**src/rtl/lfpd_pkg.sv**
```systemverilog
`default_nettype none

package lfpd_pkg;

    // Field widths
    localparam int LEVEL_W  = 16;
    localparam int SCALE_W  = 16;
    localparam int DIV_W    = 16;
    localparam int GAIN_W   = 10;
    localparam int LIMIT_W  = 10;
    localparam int ACTION_W = 2;
    localparam int SPEED_W  = 11;

    // Internal arithmetic widths
    localparam int ERR_W  = 17;             // full_scale - level
    localparam int DIFF_W = 18;             // error - previous error
    localparam int MAG_W  = 17;             // magnitude of a multiplier operand
    localparam int PROD_W = GAIN_W + MAG_W; // 27
    localparam int QUO_W  = 28;             // dividend padded to 2 bits per step
    localparam int ACC_W  = 30;             // limit plus two quotients, signed
    localparam int DIV_STEPS = QUO_W / 2;
    localparam int STEP_CNT_W = 4;

    localparam int IN_DATA_W  = 40;
    localparam int OUT_DATA_W = 24;

    // Configuration register indexes
    localparam logic [2:0] REG_FULL_SCALE = 3'd0;
    localparam logic [2:0] REG_DIVISOR    = 3'd1;
    localparam logic [2:0] REG_LIMIT      = 3'd2;
    localparam logic [2:0] REG_PROP_GAIN  = 3'd3;
    localparam logic [2:0] REG_DERIV_GAIN = 3'd4;

    // Reset values of the configuration registers
    localparam logic [SCALE_W-1:0] RST_FULL_SCALE = 16'd23999;
    localparam logic [DIV_W-1:0]   RST_DIVISOR    = 16'd18999;
    localparam logic [LIMIT_W-1:0] RST_LIMIT      = 10'd255;
    localparam logic [GAIN_W-1:0]  RST_PROP_GAIN  = 10'd340;
    localparam logic [GAIN_W-1:0]  RST_DERIV_GAIN = 10'd68;

    // Result actions
    localparam logic [ACTION_W-1:0] ACT_DRIVE = 2'd0;
    localparam logic [ACTION_W-1:0] ACT_STOP  = 2'd1;
    localparam logic [ACTION_W-1:0] ACT_HALT  = 2'd2;

    // Leave counter
    localparam int CNT_W = 3;
    localparam logic [CNT_W-1:0] CNT_SAT       = 3'd4;
    localparam logic [CNT_W-1:0] CNT_STOP_AT   = 3'd1;
    localparam logic [CNT_W-1:0] CNT_HALT_AT   = 3'd3;

    typedef logic signed [ACC_W-1:0] acc_t;

endpackage

`default_nettype wire

```
**src/rtl/line_follower_pd_steering.sv**
```systemverilog
// PD steering for a line-following robot with differential drive.
// Input stream (s_*): one sensor sample per control tick, two centre
// reflectance levels and four digital line bits. Output stream (m_*): one
// result per sample, the action (drive, stop-and-wait, halt) and the two
// clamped wheel speeds. The cfg_* port writes the five tuning registers; the user
// must write them only while the block is idle, and the block does not enforce it.
// A sample with all four line bits at zero may end at once in a stop or halt
// result. A drive sample runs four multiply and divide jobs (P and D for each
// wheel) through one shared 10x17 multiplier and one restoring divider that
// retires two quotient bits a cycle. s_tready is high only while no sample is
// in work, so a new sample is not taken before the last one is through.
// The result sits in an output register; a stalled receiver holds it while
// the next sample is accepted and computed, and the finished result then
// waits until the register frees up.
// Reset restores the register defaults, clears the saved errors and the leave
// count, sets the all-zero mode and empties the output register.
`default_nettype none

module line_follower_pd_steering (
    input  wire logic        clk,
    input  wire logic        rst_n,
    // s_tdata: left_level[15:0], right_level[31:16], bit_far_left[32],
    // bit_near_left[33], bit_near_right[34], bit_far_right[35], zero[39:36]
    input  wire logic        s_tvalid,
    output logic             s_tready,
    input  wire logic [lfpd_pkg::IN_DATA_W-1:0] s_tdata,
    // m_tdata: action[1:0], left_speed[12:2], right_speed[23:13]
    output logic             m_tvalid,
    input  wire logic        m_tready,
    output logic [lfpd_pkg::OUT_DATA_W-1:0] m_tdata,
    input  wire logic        cfg_wr_en,
    input  wire logic [2:0]  cfg_index,
    input  wire logic [15:0] cfg_wdata
);

    localparam logic [2:0] ST_IDLE = 3'd0;
    localparam logic [2:0] ST_MUL  = 3'd1;
    localparam logic [2:0] ST_DIV  = 3'd2;
    localparam logic [2:0] ST_ACC  = 3'd3;
    localparam logic [2:0] ST_DONE = 3'd4;

    localparam int ERR_W   = lfpd_pkg::ERR_W;
    localparam int DIFF_W  = lfpd_pkg::DIFF_W;
    localparam int MAG_W   = lfpd_pkg::MAG_W;
    localparam int PROD_W  = lfpd_pkg::PROD_W;
    localparam int QUO_W   = lfpd_pkg::QUO_W;
    localparam int ACC_W   = lfpd_pkg::ACC_W;
    localparam int DIV_W   = lfpd_pkg::DIV_W;
    localparam int SPEED_W = lfpd_pkg::SPEED_W;
    localparam int LIMIT_W = lfpd_pkg::LIMIT_W;
    localparam int CNT_W   = lfpd_pkg::CNT_W;
    localparam int SC_W    = lfpd_pkg::STEP_CNT_W;
    localparam logic [SC_W-1:0] LAST_STEP = SC_W'(lfpd_pkg::DIV_STEPS - 1);

    // Configuration
    logic [lfpd_pkg::SCALE_W-1:0] full_scale_reg;
    logic [DIV_W-1:0]             divisor_reg;
    logic [LIMIT_W-1:0]           limit_reg;
    logic [lfpd_pkg::GAIN_W-1:0]  prop_gain_reg;
    logic [lfpd_pkg::GAIN_W-1:0]  deriv_gain_reg;

    // Control and state
    logic [2:0]        state_reg, state_next;
    logic              mode_reg, mode_next;
    logic [CNT_W-1:0]  count_reg, count_next;
    logic [1:0]        job_reg, job_next;
    logic [SC_W-1:0]   step_reg, step_next;
    logic              out_valid_reg, out_valid_next;

    // Datapath
    logic signed [ERR_W-1:0]   prev_l_reg, prev_l_next;
    logic signed [ERR_W-1:0]   prev_r_reg, prev_r_next;
    logic signed [ERR_W-1:0]   err_l_reg, err_l_next;
    logic signed [ERR_W-1:0]   err_r_reg, err_r_next;
    logic [DIV_W-1:0]          dvs_reg, dvs_next;
    logic [DIV_W-1:0]          rem_reg, rem_next;
    logic [QUO_W-1:0]          quo_reg, quo_next;
    logic                      neg_reg, neg_next;
    logic signed [ACC_W-1:0]   acc_reg, acc_next;
    logic [lfpd_pkg::ACTION_W-1:0] act_reg, act_next;
    logic signed [SPEED_W-1:0] sl_reg, sl_next;
    logic signed [SPEED_W-1:0] sr_reg, sr_next;
    logic [lfpd_pkg::ACTION_W-1:0] out_act_reg, out_act_next;
    logic signed [SPEED_W-1:0] out_sl_reg, out_sl_next;
    logic signed [SPEED_W-1:0] out_sr_reg, out_sr_next;

    // Input fields
    logic [lfpd_pkg::LEVEL_W-1:0] in_left;
    logic [lfpd_pkg::LEVEL_W-1:0] in_right;
    logic                         in_zeros;
    logic                         s_accept;

    // Multiply phase
    logic signed [ERR_W-1:0]  mul_err;
    logic signed [ERR_W-1:0]  mul_prev;
    logic signed [DIFF_W-1:0] mul_diff;
    logic signed [DIFF_W-1:0] mul_op;
    logic [MAG_W-1:0]         mul_mag;
    logic [lfpd_pkg::GAIN_W-1:0] mul_gain;
    logic [PROD_W-1:0]        mul_prod;

    // Divide phase
    logic [DIV_W:0]   t1, t2;
    logic             qb1, qb2;
    logic [DIV_W-1:0] r1, r2;

    // Accumulate phase
    logic signed [ACC_W-1:0] q_signed;
    logic signed [ACC_W-1:0] acc_sum;
    logic signed [ACC_W-1:0] lim_s;
    logic signed [SPEED_W-1:0] clamped;

    assign in_left  = s_tdata[15:0];
    assign in_right = s_tdata[31:16];
    assign in_zeros = ~(s_tdata[32] | s_tdata[33] | s_tdata[34] | s_tdata[35]);

    assign s_tready = (state_reg == ST_IDLE);
    assign s_accept = s_tvalid && s_tready;

    assign m_tvalid = out_valid_reg;
    assign m_tdata  = {out_sr_reg, out_sl_reg, out_act_reg};

    // Multiplier operand: job bit 1 picks the wheel, bit 0 picks P or D
    always_comb
    begin
        mul_err  = job_reg[1] ? err_r_reg  : err_l_reg;
        mul_prev = job_reg[1] ? prev_r_reg : prev_l_reg;
        mul_diff = DIFF_W'(mul_err) - DIFF_W'(mul_prev);
        mul_op   = job_reg[0] ? mul_diff : DIFF_W'(mul_err);
        mul_mag  = mul_op[DIFF_W-1] ? MAG_W'(-mul_op) : MAG_W'(mul_op);
        mul_gain = job_reg[0] ? deriv_gain_reg : prop_gain_reg;
        mul_prod = PROD_W'(mul_gain) * PROD_W'(mul_mag);
    end

    // Two restoring divide steps per cycle
    always_comb
    begin
        t1  = {rem_reg, quo_reg[QUO_W-1]};
        qb1 = (t1 >= {1'b0, dvs_reg});
        r1  = qb1 ? DIV_W'(t1 - {1'b0, dvs_reg}) : t1[DIV_W-1:0];
        t2  = {r1, quo_reg[QUO_W-2]};
        qb2 = (t2 >= {1'b0, dvs_reg});
        r2  = qb2 ? DIV_W'(t2 - {1'b0, dvs_reg}) : t2[DIV_W-1:0];
    end

    // Signed quotient folded into the wheel accumulator, then clamped
    always_comb
    begin
        q_signed = neg_reg ? -$signed({2'b00, quo_reg}) : $signed({2'b00, quo_reg});
        lim_s    = $signed({{(ACC_W-LIMIT_W){1'b0}}, limit_reg});
        acc_sum  = job_reg[0] ? (acc_reg + q_signed) : (lim_s - q_signed);
        if (acc_sum > lim_s)
        begin
            clamped = $signed({1'b0, limit_reg});
        end
        else if (acc_sum < -lim_s)
        begin
            clamped = -$signed({1'b0, limit_reg});
        end
        else
        begin
            clamped = acc_sum[SPEED_W-1:0];
        end
    end

    always_comb
    begin
        state_next     = state_reg;
        mode_next      = mode_reg;
        count_next     = count_reg;
        job_next       = job_reg;
        step_next      = step_reg;
        out_valid_next = out_valid_reg;
        prev_l_next    = prev_l_reg;
        prev_r_next    = prev_r_reg;
        err_l_next     = err_l_reg;
        err_r_next     = err_r_reg;
        dvs_next       = dvs_reg;
        rem_next       = rem_reg;
        quo_next       = quo_reg;
        neg_next       = neg_reg;
        acc_next       = acc_reg;
        act_next       = act_reg;
        sl_next        = sl_reg;
        sr_next        = sr_reg;
        out_act_next   = out_act_reg;
        out_sl_next    = out_sl_reg;
        out_sr_next    = out_sr_reg;

        // Drop the result once the receiver takes it
        if (out_valid_reg && m_tready)
        begin
            out_valid_next = 1'b0;
        end

        case (state_reg)
            ST_IDLE:
            begin
                if (s_accept)
                begin
                    if (in_zeros != mode_reg)
                    begin
                        if (mode_reg && count_reg < lfpd_pkg::CNT_SAT)
                        begin
                            count_next = count_reg + 1'b1;
                        end
                        mode_next = in_zeros;
                    end
                    err_l_next = $signed({1'b0, full_scale_reg}) - $signed({1'b0, in_left});
                    err_r_next = $signed({1'b0, full_scale_reg}) - $signed({1'b0, in_right});
                    dvs_next   = (divisor_reg == '0) ? DIV_W'(1) : divisor_reg;
                    job_next   = 2'd0;
                    sl_next    = '0;
                    sr_next    = '0;
                    if (mode_next && count_next == lfpd_pkg::CNT_STOP_AT)
                    begin
                        act_next   = lfpd_pkg::ACT_STOP;
                        state_next = ST_DONE;
                    end
                    else if (mode_next && count_next == lfpd_pkg::CNT_HALT_AT)
                    begin
                        act_next   = lfpd_pkg::ACT_HALT;
                        state_next = ST_DONE;
                    end
                    else
                    begin
                        act_next   = lfpd_pkg::ACT_DRIVE;
                        state_next = ST_MUL;
                    end
                end
            end
            ST_MUL:
            begin
                quo_next   = {{(QUO_W-PROD_W){1'b0}}, mul_prod};
                rem_next   = '0;
                neg_next   = mul_op[DIFF_W-1];
                step_next  = '0;
                state_next = ST_DIV;
            end
            ST_DIV:
            begin
                rem_next  = r2;
                quo_next  = {quo_reg[QUO_W-3:0], qb1, qb2};
                step_next = step_reg + 1'b1;
                if (step_reg == LAST_STEP)
                begin
                    state_next = ST_ACC;
                end
            end
            ST_ACC:
            begin
                acc_next = acc_sum;
                if (job_reg[0])
                begin
                    if (job_reg[1])
                    begin
                        sl_next = clamped;
                    end
                    else
                    begin
                        sr_next = clamped;
                    end
                end
                if (job_reg == 2'd3)
                begin
                    prev_l_next = err_l_reg;
                    prev_r_next = err_r_reg;
                    state_next  = ST_DONE;
                end
                else
                begin
                    job_next   = job_reg + 1'b1;
                    state_next = ST_MUL;
                end
            end
            ST_DONE:
            begin
                // Hold the result until the output register frees up
                if (!out_valid_reg || m_tready)
                begin
                    out_act_next   = act_reg;
                    out_sl_next    = sl_reg;
                    out_sr_next    = sr_reg;
                    out_valid_next = 1'b1;
                    state_next     = ST_IDLE;
                end
            end
            default:
            begin
                state_next = ST_IDLE;
            end
        endcase
    end

    always_ff @(posedge clk or negedge rst_n)
    begin
        if (!rst_n)
        begin
            full_scale_reg <= lfpd_pkg::RST_FULL_SCALE;
            divisor_reg    <= lfpd_pkg::RST_DIVISOR;
            limit_reg      <= lfpd_pkg::RST_LIMIT;
            prop_gain_reg  <= lfpd_pkg::RST_PROP_GAIN;
            deriv_gain_reg <= lfpd_pkg::RST_DERIV_GAIN;
        end
        else if (cfg_wr_en)
        begin
            case (cfg_index)
                lfpd_pkg::REG_FULL_SCALE: full_scale_reg <= cfg_wdata;
                lfpd_pkg::REG_DIVISOR:    divisor_reg    <= cfg_wdata;
                lfpd_pkg::REG_LIMIT:      limit_reg      <= cfg_wdata[LIMIT_W-1:0];
                lfpd_pkg::REG_PROP_GAIN:  prop_gain_reg  <= cfg_wdata[lfpd_pkg::GAIN_W-1:0];
                lfpd_pkg::REG_DERIV_GAIN: deriv_gain_reg <= cfg_wdata[lfpd_pkg::GAIN_W-1:0];
                default:
                begin
                end
            endcase
        end
    end

    always_ff @(posedge clk or negedge rst_n)
    begin
        if (!rst_n)
        begin
            state_reg     <= ST_IDLE;
            mode_reg      <= 1'b1;
            count_reg     <= '0;
            job_reg       <= '0;
            step_reg      <= '0;
            out_valid_reg <= 1'b0;
            prev_l_reg    <= '0;
            prev_r_reg    <= '0;
        end
        else
        begin
            state_reg     <= state_next;
            mode_reg      <= mode_next;
            count_reg     <= count_next;
            job_reg       <= job_next;
            step_reg      <= step_next;
            out_valid_reg <= out_valid_next;
            prev_l_reg    <= prev_l_next;
            prev_r_reg    <= prev_r_next;
        end
    end

    always_ff @(posedge clk)
    begin
        err_l_reg   <= err_l_next;
        err_r_reg   <= err_r_next;
        dvs_reg     <= dvs_next;
        rem_reg     <= rem_next;
        quo_reg     <= quo_next;
        neg_reg     <= neg_next;
        acc_reg     <= acc_next;
        act_reg     <= act_next;
        sl_reg      <= sl_next;
        sr_reg      <= sr_next;
        out_act_reg <= out_act_next;
        out_sl_reg  <= out_sl_next;
        out_sr_reg  <= out_sr_next;
    end

endmodule

`default_nettype wire
```
**config.mk**
```make
export PLATFORM = sky130hd
export DESIGN_NAME = line_follower_pd_steering
export DESIGN_NICKNAME = d
export VERILOG_FILES = /design/src/rtl/lfpd_pkg.sv /design/src/rtl/line_follower_pd_steering.sv
export SDC_FILE = /design/constraint.sdc
export NUM_CORES = 1
export LEC_CHECK = 0
export BUFFER_PORTS_ARGS = -buffer_cell sky130_fd_sc_hd__buf_4
export CAP_MARGIN = 10
export CORE_UTILIZATION = 60
export DETAILED_ROUTE_END_ITERATION = 10
export GPL_ROUTABILITY_DRIVEN = 0
export PLACE_DENSITY_LB_ADDON = 0.12
export SLEW_MARGIN = 25
export SYNTH_ARGS = -nofsm -noshare
export SYNTH_HDL_FRONTEND = slang
export SYNTH_SLANG_ARGS = --single-unit
```
**constraint.sdc**
```tcl
create_clock -name clk -period 11 [get_ports clk]
set_input_delay 2.2 -clock clk [delete_from_list [all_inputs] [get_ports clk]]
set_output_delay 2.2 -clock clk [all_outputs]
set_load 0.01 [all_outputs]
```
# After elaboration in Yosys (flattened, before gate mapping)
# Cells that the tools add are included.
# totals
ff_bits	283
out_inout_bits	26
inputBits	64
elab_cells	136
# classes
bitwise_logic	4
addsub	14
n_mul	1
n_lt_le_gt_ge	5
reduce_logical	24
muxes	42
n_eq_ne	20
# ops
op	count
$mux W11	7
$mux W30	2
$pmux W28 S2	1
$mux W17	3
$pmux W11 S2	2
$ge A17 B16 Y1	2
$sub A16 B16 Y17	2
$mux W16	2
$pmux W16 S2	1
$sub A16 B16 Y16	2
$add A30 B30 Y30	1
$gt A30 B11 Y1	1
$lt A30 B30 Y1	1
$mux W3	10
$neg A10 Y30	1
$neg A28 Y30	1
$sub A11 B30 Y30	1
$mul A10 B17 Y27	1
$mux W18	1
$sub A17 B17 Y18	1
$neg A17 Y17	1
$logic_not A16 Y1	1
$reduce_and A2 Y1	8
$eq A3 B2 Y1 const B	5
27 further kinds	52

# Depth between registers and ports, before layout
# logic_depth
depth_word	14
depth_mapped	43
ltp_nobuf	39

# Least setup slack after synthesis
# Ideal clock, no wire load.
# synth_timing
kind	register -> register
from	register job_reg[1]
to	register quo_reg[26], data pin
arrival_time_ps	9343
slack_ps	1390
required_ps	10732
path_buffers	5
setup_time_ps	268
path_stages_with_launch	42
path_cell_list	dfrtp_1 -> clkbuf_1 -> clkbuf_1 -> clkbuf_1 -> mux2i_1 -> ha_1 -> nor2b_1 -> o21ai_0 -> a21boi_0 -> o211ai_1 -> and3_1 -> o31ai_1 -> a21oi_1 -> nand3b_1 -> a31o_2 -> clkbuf_1 -> inv_1 -> clkbuf_1 -> [... 6 more ...] -> fa_1 -> fa_1 -> inv_1 -> fa_1 -> inv_1 -> ha_1 -> a21o_1 -> a21oi_1 -> o21bai_1 -> a21oi_1 -> and3b_1 -> o31ai_1 -> nand3_1 -> a41oi_1 -> or4_1 -> a31oi_1 -> xnor2_1 -> o21ai_0
# synth_lines
item	line_no	rtl
start: declaration	line_follower_pd_steering.sv:66	logic [1:0] job_reg, job_next;
start signal: assignment	line_follower_pd_steering.sv:338	job_reg <= job_next;
$mux W17 (on tied branches)	line_follower_pd_steering.sv:126, line_follower_pd_steering.sv:127	
$sub A17 B17 Y18	line_follower_pd_steering.sv:128	mul_diff = DIFF_W'(mul_err) - DIFF_W'(mul_prev);
$mux W18 (*)	line_follower_pd_steering.sv:129	mul_op = job_reg[0] ? mul_diff : DIFF_W'(mul_err);
net mul_op[17]	line_follower_pd_steering.sv:97	logic signed [DIFF_W-1:0] mul_op;
$mux W17 (*)	line_follower_pd_steering.sv:130	mul_mag = mul_op[DIFF_W-1] ? MAG_W'(-mul_op) : MAG_W'(mul_op);
$mul A10 B17 Y27 (*)	line_follower_pd_steering.sv:132	mul_prod = PROD_W'(mul_gain) * PROD_W'(mul_mag);
$pmux W28 S2 (*)	line_follower_pd_steering.sv:196	case (state_reg)
net quo_next[26]	line_follower_pd_steering.sv:77	logic [QUO_W-1:0] quo_reg, quo_next;
end signal: assignment	line_follower_pd_steering.sv:352	quo_reg <= quo_next;
end: declaration	line_follower_pd_steering.sv:77	
# Mark *: on every way through the listed nets, which the timed path passes. The rest lies on a longest branch.
# A chain may end at the register's enable or synchronous reset.

# Final worst setup path
# layout_timing
from	register job_reg[1]
to	register quo_reg[25], data pin
# layout_via
elab_chain_cells	7
# layout_lines
item	line_no
$mux W17 (on tied branches)	line_follower_pd_steering.sv:126, line_follower_pd_steering.sv:127
$sub A17 B17 Y18	line_follower_pd_steering.sv:128
$mux W18 (*)	line_follower_pd_steering.sv:129
$neg A17 Y17	line_follower_pd_steering.sv:130
$mux W17 (*)	line_follower_pd_steering.sv:130
$mul A10 B17 Y27 (*)	line_follower_pd_steering.sv:132
$pmux W28 S2 (*)	line_follower_pd_steering.sv:196
net quo_next[25]	line_follower_pd_steering.sv:77
# Marks and branches as above.

==> qor.txt <==
Initial DRT Pass Iterations - 5
Largest register FFs - 30
FP Rows - 74
DRT antenna net count - 0
Yosys top cell area share - 0.207
Area Growth Syn to Fin - 9.34%
Post-Synthesis Net Count - 3054
Slew @ Worst Pin - 1.03 ns
number of global-route vias before repair - 19730
Reg clk slew, reported paths - 0.07 ns
count leader, synth - inv_1
Crit path top cell by count - inv_1
met3 usage - 0.0308
clk sinks - 283
Final #Nets - 3105
GRT Max-Usage Layer - met2
Tcrit/Tclk final - 0.938
overall die height - 207 um
Worst Setup Path Type - reg2reg
Longest Clk Path Bufs - 3
Pins Over Slew Limit - 0
DRC Markers - 0
Slowest cell on crit path - dfrtp_2
met1 Use GR - 0.369
first-pass GRT wire length - 99900 um
Commonest cells post-synth - inv_1, nor2_1, ha_1, nand2_1, edfxtp_1
post-route setup TNS - 0 ns
Mapped Area - 0.0251 mm2
GRT Resource Usage Total - 0.296
clk_skew - 0.0287 ns
outcome - completed
Clock Tree Root - clkbuf_16
Inst Count DP - 3183
leading area contributor after synthesis - edfxtp_1
Ys Warns - 0
CTS H-tree depth - 1
core box area - 0.0410 mm2
Achievable Freq - 0.0969 GHz
syn_area_per_cell - 9.53 um2
Die X - 207 um
post-CTS setup buffers - 0
M2 GR Usage - 0.528
Max-cap violations - 0
Synth Register Bits - 283
largest net degree at the start of global routing - 71
Non-Filler Instances - 3243
Final setup viols - 0
top cells by area, synth - edfxtp_1, ha_1, fa_1, dfrtp_1, mux2_2
Post-Syn Instances - 2634
sequential-to-total area share from yosys stat - 0.318
CTS tree - yes
Largest delay share family, worst path - compound AO/OA/AOI/OAI gates
main flop type after synthesis - edfxtp_1
initial antenna violation count - 1
critical path's largest stage delay - 0.64 ns
CP endpoint kind - flip-flop
Die ar. - 0.0427 mm2
gr ovfl total - 0
vias per inst - 6.01
detailed-route via count - 19499
Post-synth ARST share - 0.389
io pins - 90
clock buffer count from CTS - 31
worst endpoint required time - 11.32 ns
WP data arrival - 10.64 ns
Slew HR - 0.298
hpwl dp - 48400 um
drt total wl - 61800 um
wire length per cell - 19.1 um
minimum clock period - 10.32 ns
RSZ-0062 raised after global routing - no
layout cell share with drive strength beyond 1 - 0.132
CP bufs+invs - 7
DR iter-0 viols - 1417
EDFF count, synth - 173
Critical Path Source Type - flip-flop
Port Buf Inserts - 85
crit-path max FO - 23
final hold vios - 0
clock latency on the worst-skew pair - 0.60 ns
Worst Hold Class - reg2reg
Initial Util - 0.612
post-synthesis cell type count - 80
-- kinds of logic (layout without fill, tap and decap cells) --
family / after synthesis / after routing / synth area share
other: 0 / 1 / 0
AND/OR/NAND/NOR: 773 / 773 / 0.147
flip-flops: 283 / 283 / 0.318
buffers and inverters: 362 / 438 / 0.0550
XOR/XNOR: 169 / 169 / 0.0590
multiplexers: 162 / 162 / 0.0703
adder cells (fa/ha/maj): 356 / 356 / 0.215
AO/OA/AOI/OAI: 529 / 529 / 0.136
-- metrics by stage --
stage	hold WS (ns)	worst slack, ns	area (um2)	util
after floorplan	0.400	1.39	25100	-
after global placement	0.403	0.953	26300	0.641
after detailed placement	0.405	0.694	26300	0.641
after CTS	0.417	0.660	27400	0.668
after global routing	0.425	0.0121	27400	0.669
final	0.411	0.681	27500	0.669
-- area by class of cell --
type | instances | area (um2)
Antenna cell | 1 | 2.50
Clock buffer | 37 | 870
Clock inverter | 21 | 250
Fill cell | 3220 | 13600
Inverter | 266 | 998
Multi-Input combinational cell | 1989 | 15800
Sequential cell | 283 | 7990
Tap cell | 532 | 666
Timing Repair Buffer | 114 | 860
-- layer usage --
metal,wire length [um],vias up
li1,-,9357
met1,25800,9485
met5,0,-
met4,2590,0
met3,2600,137
met2,30800,520
-- final timing paths --
path,slack [ns],start,cells after the start,to
worst min register to register,0.41,act_reg[0],0,out_act_reg[0]
worst max-delay path,0.68,job_reg[1],38,quo_reg[25]
worst max register to register,0.68,job_reg[1],38,quo_reg[25]
min in group asynchronous,1.62,rst_n,1,state_reg[0]
max in group asynchronous,7.97,rst_n,2,job_reg[1]
worst min-delay path,0.41,act_reg[0],0,out_act_reg[0]
-- layout by cell type (no fill, tap or decap), drive strengths merged, types with 8 or more instances in the layout --
cell,n
inv,268
nor2,238
ha,231
nand2,213
edfxtp,173
o21ai,151
a21oi,135
fa,125
mux2,115
buf,114
xnor2,108
dfrtp,75
xor2,61
nand2b,52
mux2i,47
nand3,43
nor3,43
a21o,42
clkbuf,37
dfstp,35
nor2b,34
nand4,26
a211oi,25
o21a,24
and3,24
a21boi,17
a31oi,17
or3,16
nor4,15
o31ai,15
and2,14
or2,13
clkinv,13
o41ai,12
o211ai,11
or4,11
o21bai,10
nand3b,8
-- timing repair --
item                                    CTS  global route
endpoints found under the setup margin    0             1
hold buffers                              0             0
resized for setup                         0             1
endpoints found under the hold margin     0             0
Power is not shown: default switching activity piles up to over one toggle a cycle in this logic, so the estimate is an artifact.
